**src/design/lfp_pkg.sv**
```systemverilog
// shared types and constants for the link fragment planner
`timescale 1ns / 1ps
`default_nettype none

package lfp_pkg;

    // overhead of a single whole frame and of each fragment, in bytes
    localparam int SingleOverhead = (1 + 9) + (1 + 1 + 8) + (1 + 9);
    localparam int FragOverhead   = (1 + 9) + (1 + 1 + 8) + (1 + 1 + 8) + (1 + 1 + 8) + (1 + 9);

    // largest fragment limit the block supports
    localparam int MaxFrags = 64;

    // field widths
    localparam int ByteW  = 16;
    localparam int IndexW = 6;
    localparam int CountW = 7;
    localparam int OpW    = ByteW + 1;

    // configuration register indexes
    localparam logic CFG_MTU       = 1'b0;
    localparam logic CFG_MAX_FRAGS = 1'b1;

    // result kinds
    typedef enum logic [1:0] {
        STAT_WHOLE      = 2'd0,
        STAT_FRAG       = 2'd1,
        STAT_DROP_MTU   = 2'd2,
        STAT_DROP_COUNT = 2'd3
    } status_t;

    // operations of the shared subtractor
    typedef enum logic [2:0] {
        OP_FIT,
        OP_HDR,
        OP_CHUNK,
        OP_FIRST,
        OP_COUNT,
        OP_LEN
    } alu_op_t;

    // sequencer states
    typedef enum logic [2:0] {
        ST_IDLE,
        ST_FIT,
        ST_HDR,
        ST_CHUNK,
        ST_FIRST,
        ST_COUNT,
        ST_EMIT,
        ST_SINGLE
    } state_t;

    // operands the subtractor may pick from
    typedef struct packed {
        logic [ByteW-1:0] mtu;
        logic [ByteW-1:0] total;
        logic [ByteW-1:0] payload;
        logic [ByteW-1:0] header;
        logic [ByteW-1:0] room;
        logic [ByteW-1:0] rest;
        logic [ByteW-1:0] chunk;
        logic [ByteW-1:0] left;
    } alu_in_t;

    // subtractor result
    typedef struct packed {
        logic [OpW-1:0] diff;
        logic           borrow;
        logic           zero;
    } alu_res_t;

endpackage

`default_nettype wire

```
**src/design/lfp_alu.sv**
```systemverilog
// shared operand select and subtractor of the fragment planner
`timescale 1ns / 1ps
`default_nettype none

module lfp_alu
    import lfp_pkg::*;
(
    input  alu_op_t  op,
    input  alu_in_t  opnd,
    output alu_res_t res
);

    logic [OpW-1:0] a;
    logic [OpW-1:0] b;
    logic [OpW:0]   full;

    // operand select
    always_comb begin
        a = {1'b0, opnd.mtu};
        b = '0;
        case (op)
            OP_FIT: begin
                a = {1'b0, opnd.mtu};
                b = {1'b0, opnd.total} + OpW'(SingleOverhead);
            end
            OP_HDR: begin
                a = {1'b0, opnd.mtu};
                b = {1'b0, opnd.header} + OpW'(FragOverhead);
            end
            OP_CHUNK: begin
                a = {1'b0, opnd.mtu};
                b = OpW'(FragOverhead);
            end
            OP_FIRST: begin
                a = {1'b0, opnd.payload};
                b = {1'b0, opnd.room};
            end
            OP_COUNT: begin
                a = {1'b0, opnd.rest};
                b = {1'b0, opnd.chunk};
            end
            OP_LEN: begin
                a = {1'b0, opnd.left};
                b = {1'b0, opnd.chunk};
            end
            default: begin
                a = {1'b0, opnd.mtu};
                b = '0;
            end
        endcase
    end

    // one subtract with borrow out
    assign full       = {1'b0, a} - {1'b0, b};
    assign res.diff   = full[OpW-1:0];
    assign res.borrow = full[OpW];
    assign res.zero   = (full[OpW-1:0] == '0);

endmodule

`default_nettype wire

```
**src/design/link_fragment_planner_top.sv**
```systemverilog
// link fragment planner: plans how each packet is cut into link fragments
//
// Usage:
//  - one input beat on s_* describes a packet (wire size, payload, extra headers)
//  - results leave on m_*: one beat for a whole frame or a drop, otherwise one
//    beat per fragment in order; m_tlast marks the final beat of a packet
//  - cfg_* writes mtu (index 0) and max_fragments (index 1); cfg_ready is
//    high only while the sequencer is idle
// Timing:
//  - s_tready is high only while the sequencer is idle; one packet at a time
//  - a whole frame is found by the fit check and a drop by the header check;
//    either is sent as one beat from the single state, then the sequencer idles
//  - a fragmented packet of N fragments runs four setup passes, N counting
//    passes through the shared subtractor and N beats while the receiver
//    takes them, before the sequencer is idle for the next input beat
// Reset: aresetn clears the sequencer and output valid, mtu returns to 1500
//  and max_fragments to 64
// Stall: the output register holds its beat while m_tready is low; the next
//  packet may be taken and planned but waits before its first result
`timescale 1ns / 1ps
`default_nettype none

module link_fragment_planner_top
    import lfp_pkg::*;
(
    input  wire logic        aclk,
    input  wire logic        aresetn,
    // config write channel
    input  wire logic        cfg_valid,
    output logic             cfg_ready,
    input  wire logic        cfg_index,
    input  wire logic [15:0] cfg_data,
    // input stream
    input  wire logic        s_tvalid,
    output logic             s_tready,
    input  wire logic [47:0] s_tdata,   // total_wire_bytes, payload_bytes, header_bytes
    // result stream
    output logic             m_tvalid,
    input  wire logic        m_tready,
    output logic [47:0]      m_tdata,   // frag_index, frag_count, offset, length, zero pad
    output logic [1:0]       m_tuser,   // status
    output logic             m_tlast
);

    // configuration registers
    logic [ByteW-1:0]  mtu_reg;
    logic [CountW-1:0] max_frags_reg;
    logic [CountW-1:0] limit;

    // sequencer and datapath registers
    state_t            state_reg, state_next;
    logic [ByteW-1:0]  total_reg, total_next;
    logic [ByteW-1:0]  payload_reg, payload_next;
    logic [ByteW-1:0]  header_reg, header_next;
    logic [ByteW-1:0]  room_reg, room_next;
    logic [ByteW-1:0]  chunk_reg, chunk_next;
    logic [ByteW-1:0]  rest_reg, rest_next;
    logic [ByteW-1:0]  left_reg, left_next;
    logic [ByteW-1:0]  first_reg, first_next;
    logic [ByteW-1:0]  off_reg, off_next;
    logic [IndexW-1:0] idx_reg, idx_next;
    logic [CountW-1:0] cnt_reg, cnt_next;
    status_t           stat_reg, stat_next;

    // output register
    logic              ovalid_reg, ovalid_next;
    status_t           ostat_reg, ostat_next;
    logic [IndexW-1:0] oidx_reg, oidx_next;
    logic [CountW-1:0] ocnt_reg, ocnt_next;
    logic [ByteW-1:0]  ooff_reg, ooff_next;
    logic [ByteW-1:0]  olen_reg, olen_next;
    logic              olast_reg, olast_next;

    // shared subtractor
    alu_op_t  alu_op;
    alu_in_t  alu_in;
    alu_res_t alu_res;

    logic             in_beat;
    logic             out_free;
    logic [ByteW-1:0] frag_len;
    logic             frag_last;

    assign cfg_ready = (state_reg == ST_IDLE);
    assign s_tready  = (state_reg == ST_IDLE);
    assign in_beat   = s_tvalid && s_tready;
    assign out_free  = !ovalid_reg || m_tready;

    // limit saturates at the supported fragment count
    assign limit = (max_frags_reg > CountW'(MaxFrags)) ? CountW'(MaxFrags) : max_frags_reg;

    // configuration writes
    always_ff @(posedge aclk) begin
        if (!aresetn) begin
            mtu_reg       <= ByteW'(1500);
            max_frags_reg <= CountW'(64);
        end else if (cfg_valid && cfg_ready) begin
            case (cfg_index)
                CFG_MTU:       mtu_reg       <= cfg_data;
                CFG_MAX_FRAGS: max_frags_reg <= cfg_data[CountW-1:0];
                default:       mtu_reg       <= mtu_reg;
            endcase
        end
    end

    // subtractor operands
    always_comb begin
        alu_in.mtu     = mtu_reg;
        alu_in.total   = total_reg;
        alu_in.payload = payload_reg;
        alu_in.header  = header_reg;
        alu_in.room    = room_reg;
        alu_in.rest    = rest_reg;
        alu_in.chunk   = chunk_reg;
        alu_in.left    = left_reg;
    end

    always_comb begin
        case (state_reg)
            ST_FIT:   alu_op = OP_FIT;
            ST_HDR:   alu_op = OP_HDR;
            ST_CHUNK: alu_op = OP_CHUNK;
            ST_FIRST: alu_op = OP_FIRST;
            ST_COUNT: alu_op = OP_COUNT;
            ST_EMIT:  alu_op = OP_LEN;
            default:  alu_op = OP_FIT;
        endcase
    end

    lfp_alu u_alu (
        .op   (alu_op),
        .opnd (alu_in),
        .res  (alu_res)
    );

    // length and last flag of the fragment being sent
    assign frag_len  = (idx_reg == '0) ? first_reg :
                       (alu_res.borrow ? left_reg : chunk_reg);
    assign frag_last = (({1'b0, idx_reg} + CountW'(1)) == cnt_reg);

    // next state
    always_comb begin
        state_next = state_reg;
        case (state_reg)
            ST_IDLE: begin
                if (in_beat) begin
                    state_next = ST_FIT;
                end
            end
            ST_FIT: begin
                state_next = alu_res.borrow ? ST_HDR : ST_SINGLE;
            end
            ST_HDR: begin
                state_next = (alu_res.borrow || alu_res.zero) ? ST_SINGLE : ST_CHUNK;
            end
            ST_CHUNK: begin
                state_next = ST_FIRST;
            end
            ST_FIRST: begin
                state_next = ST_COUNT;
            end
            ST_COUNT: begin
                if (cnt_reg > limit) begin
                    state_next = ST_SINGLE;
                end else if (rest_reg == '0) begin
                    state_next = ST_EMIT;
                end
            end
            ST_EMIT: begin
                if (out_free && frag_last) begin
                    state_next = ST_IDLE;
                end
            end
            ST_SINGLE: begin
                if (out_free) begin
                    state_next = ST_IDLE;
                end
            end
            default: begin
                state_next = ST_IDLE;
            end
        endcase
    end

    // datapath and output register updates
    always_comb begin
        total_next   = total_reg;
        payload_next = payload_reg;
        header_next  = header_reg;
        room_next    = room_reg;
        chunk_next   = chunk_reg;
        rest_next    = rest_reg;
        left_next    = left_reg;
        first_next   = first_reg;
        off_next     = off_reg;
        idx_next     = idx_reg;
        cnt_next     = cnt_reg;
        stat_next    = stat_reg;

        ovalid_next = ovalid_reg && !m_tready;
        ostat_next  = ostat_reg;
        oidx_next   = oidx_reg;
        ocnt_next   = ocnt_reg;
        ooff_next   = ooff_reg;
        olen_next   = olen_reg;
        olast_next  = olast_reg;

        case (state_reg)
            ST_IDLE: begin
                if (in_beat) begin
                    total_next   = s_tdata[15:0];
                    payload_next = s_tdata[31:16];
                    header_next  = s_tdata[47:32];
                    off_next     = '0;
                    idx_next     = '0;
                    cnt_next     = CountW'(1);
                end
            end
            // whole frame fits the mtu
            ST_FIT: begin
                if (!alu_res.borrow) begin
                    stat_next  = STAT_WHOLE;
                    cnt_next   = CountW'(1);
                    first_next = payload_reg;
                end
            end
            // room left for payload in the first fragment
            ST_HDR: begin
                room_next = alu_res.diff[ByteW-1:0];
                if (alu_res.borrow || alu_res.zero) begin
                    stat_next  = STAT_DROP_MTU;
                    cnt_next   = '0;
                    first_next = '0;
                end
            end
            ST_CHUNK: begin
                chunk_next = alu_res.diff[ByteW-1:0];
            end
            // first fragment takes what fits, the rest goes to later ones
            ST_FIRST: begin
                if (alu_res.borrow) begin
                    first_next = payload_reg;
                    rest_next  = '0;
                    left_next  = '0;
                end else begin
                    first_next = room_reg;
                    rest_next  = alu_res.diff[ByteW-1:0];
                    left_next  = alu_res.diff[ByteW-1:0];
                end
            end
            // count fragments one chunk at a time, give up past the limit
            ST_COUNT: begin
                if (cnt_reg > limit) begin
                    stat_next  = STAT_DROP_COUNT;
                    cnt_next   = '0;
                    first_next = '0;
                end else if (rest_reg != '0) begin
                    rest_next = (alu_res.borrow || alu_res.zero) ? '0 :
                                alu_res.diff[ByteW-1:0];
                    cnt_next  = cnt_reg + CountW'(1);
                end
            end
            // one fragment beat per free output slot
            ST_EMIT: begin
                if (out_free) begin
                    ovalid_next = 1'b1;
                    ostat_next  = STAT_FRAG;
                    oidx_next   = idx_reg;
                    ocnt_next   = cnt_reg;
                    ooff_next   = off_reg;
                    olen_next   = frag_len;
                    olast_next  = frag_last;
                    off_next    = off_reg + frag_len;
                    idx_next    = idx_reg + IndexW'(1);
                    if (idx_reg != '0) begin
                        left_next = alu_res.borrow ? '0 : alu_res.diff[ByteW-1:0];
                    end
                end
            end
            // whole frame or drop, one beat
            ST_SINGLE: begin
                if (out_free) begin
                    ovalid_next = 1'b1;
                    ostat_next  = stat_reg;
                    oidx_next   = '0;
                    ocnt_next   = cnt_reg;
                    ooff_next   = '0;
                    olen_next   = first_reg;
                    olast_next  = 1'b1;
                end
            end
            default: begin
                ovalid_next = ovalid_reg && !m_tready;
            end
        endcase
    end

    // control registers
    always_ff @(posedge aclk) begin
        if (!aresetn) begin
            state_reg  <= ST_IDLE;
            ovalid_reg <= 1'b0;
        end else begin
            state_reg  <= state_next;
            ovalid_reg <= ovalid_next;
        end
    end

    // payload registers
    always_ff @(posedge aclk) begin
        total_reg   <= total_next;
        payload_reg <= payload_next;
        header_reg  <= header_next;
        room_reg    <= room_next;
        chunk_reg   <= chunk_next;
        rest_reg    <= rest_next;
        left_reg    <= left_next;
        first_reg   <= first_next;
        off_reg     <= off_next;
        idx_reg     <= idx_next;
        cnt_reg     <= cnt_next;
        stat_reg    <= stat_next;
        ostat_reg   <= ostat_next;
        oidx_reg    <= oidx_next;
        ocnt_reg    <= ocnt_next;
        ooff_reg    <= ooff_next;
        olen_reg    <= olen_next;
        olast_reg   <= olast_next;
    end

    // result port
    assign m_tvalid = ovalid_reg;
    assign m_tdata  = {3'b000, olen_reg, ooff_reg, ocnt_reg, oidx_reg};
    assign m_tuser  = ostat_reg;
    assign m_tlast  = olast_reg;

endmodule

`default_nettype wire

```
**config.mk**
```make
export PLATFORM = sky130hd
export DESIGN_NAME = link_fragment_planner_top
export DESIGN_NICKNAME = d
export VERILOG_FILES = /design/src/design/lfp_pkg.sv /design/src/design/lfp_alu.sv /design/src/design/link_fragment_planner_top.sv
export SDC_FILE = /design/constraint.sdc
export NUM_CORES = 1
export LEC_CHECK = 0
export ABC_CLOCK_PERIOD_IN_PS = 22000
export BUFFER_PORTS_ARGS = -buffer_cell sky130_fd_sc_hd__clkbuf_2
export CORE_MARGIN = 5
export CORE_UTILIZATION = 55
export CTS_CLUSTER_SIZE = 12
export DETAILED_ROUTE_END_ITERATION = 6
export GPL_TIMING_DRIVEN = 0
export HOLD_SLACK_MARGIN = 0.1
export PLACE_DENSITY = 0.84
export SYNTH_ARGS = -nofsm -noshare
export SYNTH_HDL_FRONTEND = slang
export SYNTH_HIERARCHICAL = 1
export SYNTH_SLANG_ARGS = --single-unit
```
**constraint.sdc**
```tcl
create_clock -name aclk -period 22 [get_ports aclk]
set_clock_uncertainty 0.05 [all_clocks]
set_input_delay 6.6 -clock aclk [delete_from_list [all_inputs] [get_ports aclk]]
set_output_delay 6.6 -clock aclk [all_outputs]
set_load 0.02 [all_outputs]
```
==> results summary <==
In the routed design, unresolved DRC markers number 0. In this run, post-CTS repair resized a total of 0 instances. The share of post-route cells with drive strength above 1 is between 10% and 20%. The delay of the slowest critical-path stage is approximately 0.44 ns. The number of routed nets with antenna violations came out at 0. The synthesized cell area came out at approximately 12,000 µm². The type of the tightest min-delay check is flip-flop to flip-flop. Measured along the x axis, the die boundary spans between 150 and 200 µm. The met1 wire length is 11,600 µm. Entering global routing, the biggest net connects 47 pins. The routability-driven placement congestion ratio is 0.995.

The final global-route overflow total came out at 0. The via count is approximately 8,800. The cell type with the highest aggregate area in the netlist is sky130_fd_sc_hd__edfxtp_1.

The minimum period implied by the final worst setup slack came out at 9.13 ns. The first detailed-routing pass took 6 iterations. The clock input transition at the sequential cells of the worst setup and hold paths came out at approximately 0.060 ns. The via count of the first global-routing pass is about 8,600. Summing the areas of all xor and xnor instances in the mapped netlist gives between 4 and 5% of the synthesized area. VDD sags by at most approximately 0.000095 V. The setup check on the worst reg-to-reg path leaves a slack of 12.87 ns. The worst register-to-register path ends at off_reg[14]$_SDFFCE_PN0P_. The floorplan die area came out at 24,900 µm². The final critical-path share of the clock period came out at 41.5%.

Dividing the detail-routed wire length by the instance count gives 20.0 µm. After synthesis, the largest family of logic cells by area is simple AND/OR/NAND/NOR gates. By instance count, the leading cell after synthesis is sky130_fd_sc_hd__edfxtp_1.

The tool flagged a number of max-cap violations equal to 0. The portion of synthesized cell area occupied by the leading cell type is 51.7%. Total power for the finished layout comes to about 2.6 mW.

The synthesis warning total came out at 6. By area the synthesized netlist is led by sky130_fd_sc_hd__edfxtp_1 52%, sky130_fd_sc_hd__dfxtp_1 4.5%, sky130_fd_sc_hd__ha_1 4.5%. The critical path data required time came out at 22.23 ns. On the critical path, the stage with the largest delay is an instance of sky130_fd_sc_hd__clkbuf_1. Setup repair after global routing left no endpoint under its margin. The pre-CTS setup slack is 13.07 ns.

The total global-route track usage came out at a little under a quarter. The arithmetic-cell share of the synthesized area counting full adders, half adders and majority gates is slightly below 5%. The total length of routed met3 wires is approximately 2600 µm. In this design, the critical path's most frequently occurring cell is sky130_fd_sc_hd__buf_2. The maximum number of buffers from clock root to sink came out at 3.

The initial detailed-routing violation count came out at 772. The depth of the CTS H-tree came out at 1. For this run, the leading register cell type out of synthesis is sky130_fd_sc_hd__edfxtp_1. The total routed wirelength is 29,500 µm. Averaged over all synthesized cells, the footprint is between 10 and 15 µm².

The worst register-to-register path has a depth of 34. In the routed layout, each cell is associated on average with a via count of 5.94. The worst-skew pair later-pin latency came out at 0.53 ns. In this run the post-CTS setup repair buffer count came out at 0. The routed design uses roughly 14,000 µm of met2 wire. In this run the most critical hold path is launched from mtu_reg[3]$_SDFFE_PN1P_. The diode insertion count for antenna repair came out at 0.

The finished layout holds 1,475 standard cells, fillers aside. The combined area of the multi-input logic cells is 4990 µm². Buffers inserted to repair hold after CTS numbered 0.

The die height is 158 µm. The number of filler cells placed in the layout is about 1,600. The portion of synthesized area spent on multiplexers is 5.10%. During I/O placement, the number of pins put on the boundary was between 100 and 150. The number of antenna violations at the first check in global routing was 0. Once routing completed, OpenROAD measured the worst setup slack at 12.87 ns. Routed signal wires occupy layers up through met4. The total leakage power came out at 5.34 nW. The async set-or-reset flop fraction in the synthesized netlist came out at 0%. The initial core utilization is 55.4%.

The critical path data arrival time came out at 9.36 ns. For this design the ratio of total power to cell area is 186 nW/µm². In this run the worst path has a maximum fanout of 10. The area growth from synthesis to final layout came out at 15.5%. The synthesized-area fraction occupied by ao, oa, aoi and oai cells is 12.0%. The setup path with the least slack is of type flip-flop to flip-flop. The run finished with clean final reports.

The clock net in this run drives a total of ~230 sinks. The number of buffers added by the clock tree synthesis step came out at 26. Based on the critical path, the design can be clocked at up to 109 MHz. The path with the worst hold slack has its endpoint at mtu_reg[3]$_SDFFE_PN1P_. STA classifies the critical path startpoint as a flip-flop. For the final routed database, the setup TNS stands at 0 ns. The pin slew with the least headroom to its limit is roughly 1.1 ns. The area of the core is 21,700 µm². The count of final max-slew check failures came out at 0. The capturing element type of the critical path is a flip-flop. The count of endpoints failing hold in the final timing report came to 0. After the last flow step, the layout net total stands at 1,292.

The number of placed cells counting well taps is 1,429. Summing all flip-flop and latch instances after layout gives slightly below 7000 µm². Sorting the synthesized cells by how often they occur yields 207 x sky130_fd_sc_hd__edfxtp_1, 101 x sky130_fd_sc_hd__nand2_1, 74 x sky130_fd_sc_hd__nor2_1. The number of synthesized flops with an enable pin came out at 207. Sequential elements use 56.2% of the synthesized area. The row count came out at 54. The final setup violation count came out at 0.

The HPWL after detailed placement is 22,400 µm. Synthesis produced a netlist whose cell count is 1,023. The worst pin sits at a relative slew slack of 29.1%.

The count of cell types in the netlist came out at between 70 and 80. The first-pass GRT wire length came out at 45,400 µm. After Yosys synthesis, and, or, nand and nor cells account for 14.4% of the synthesized area. The worst hold path depth came out at 2. The flop and latch count out of synthesis came out at 234. The CTS tree is built. The origin of the critical flop-to-flop path is state_reg[1]$_SDFFE_PN0P_.

The port buffer count came out at 120. The root buffer selected by CTS is sky130_fd_sc_hd__clkbuf_16.
per-stage QoR:
step                      hold slack, ns  instance area (µm²)  utilization (%)
final                              0.443                13900             64.0
after detailed placement           0.427                13100             60.3
after global placement             0.411                13000             59.9
after CTS                          0.446                13900             64.0
after global routing               0.471                13900             64.0
after floorplan                    0.385                12000                -
area by class of cell:
class,instances,area share [%]
Buffer,49,1.63
Clock buffer,38,5.47
Clock inverter,8,0.387
Inverter,23,0.622
Multi-Input combinational cell,719,35.9
Sequential cell,234,48.6
Tap cell,280,2.52
Timing Repair Buffer,124,4.83
logic make-up after synthesis:
group | count (synthesis)
other | 1
AOI/OAI and AO/OA | 205
DFF | 234
and+or+nand+nor | 340
buffers and inverters | 72
muxes | 59
xor gates and xnor gates | 67
adders and majority gates | 45
per-layer routing:
layer,vias to the layer above,track usage (%)
met2,490,39.8
li1,4090,-
met4,0,8.56
met5,-,0
met1,4099,31.0
met3,89,3.01
where the power goes:
| part | switching [mW] | internal [mW] | total, mW |
|---|---|---|---|
| Clock | 0.171 | 0.240 | 0.411 |
| Sequential | 0.0813 | 0.731 | 0.813 |
| Combinational | 0.829 | 0.527 | 1.36 |
| Total | 1.08 | 1.50 | 2.58 |
worst max path at each step:
stage	depth (start not counted)	slack, ns	to	start
2_1_floorplan	2	13.12	m_tlast$_SDFFCE_PP1P_	m_tready
3_3_place_gp	3	12.46	olen_reg[2]$_DFFE_PP_	m_tready
3_5_place_dp	34	13.07	off_reg[14]$_SDFFCE_PN0P_	state_reg[1]$_SDFFE_PN0P_
4_1_cts	34	13.05	off_reg[14]$_SDFFCE_PN0P_	state_reg[1]$_SDFFE_PN0P_
5_1_grt	34	12.48	off_reg[14]$_SDFFCE_PN0P_	state_reg[1]$_SDFFE_PN0P_
6_report	34	12.87	off_reg[14]$_SDFFCE_PN0P_	state_reg[1]$_SDFFE_PN0P_
layout by cell type (no fill, tap or decap), types with 5 or more instances in the layout:
cell type	instances
sky130_fd_sc_hd__a21o_1	9
sky130_fd_sc_hd__nor2b_1	60
sky130_fd_sc_hd__and2b_1	8
sky130_fd_sc_hd__nand2b_1	9
sky130_fd_sc_hd__nor3_1	12
sky130_fd_sc_hd__clkbuf_1	32
sky130_fd_sc_hd__buf_2	15
sky130_fd_sc_hd__nor4_1	5
sky130_fd_sc_hd__o21a_1	9
sky130_fd_sc_hd__clkbuf_2	121
sky130_fd_sc_hd__buf_4	6
sky130_fd_sc_hd__nand3_1	23
sky130_fd_sc_hd__xnor2_1	42
sky130_fd_sc_hd__nand2_1	101
sky130_fd_sc_hd__dfxtp_1	27
sky130_fd_sc_hd__a22oi_1	12
sky130_fd_sc_hd__o21ai_0	49
sky130_fd_sc_hd__edfxtp_1	207
sky130_fd_sc_hd__o221a_2	14
sky130_fd_sc_hd__and2_1	10
sky130_fd_sc_hd__o211ai_1	5
sky130_fd_sc_hd__mux2i_1	41
sky130_fd_sc_hd__a21oi_1	34
sky130_fd_sc_hd__a22o_1	19
sky130_fd_sc_hd__ha_1	43
sky130_fd_sc_hd__nor2_1	72
sky130_fd_sc_hd__mux2_2	18
sky130_fd_sc_hd__inv_1	22
sky130_fd_sc_hd__clkbuf_16	29
sky130_fd_sc_hd__nand4_1	7
sky130_fd_sc_hd__a21boi_0	8
sky130_fd_sc_hd__xor2_1	25
critical path: cells and delay by family, from the launching register on:
family                   cells  cell delay (ns)
AO/OA/AOI/OAI               14             3.40
buffers and inverters        8             2.22
AND/OR/NAND/NOR              7             1.34
adder cells (fa/ha/maj)      3             1.02
flip-flops                   1             0.32
multiplexers                 1             0.30
XOR/XNOR                     1             0.19
No activity file was read; power rests on OpenSTA's default activity.
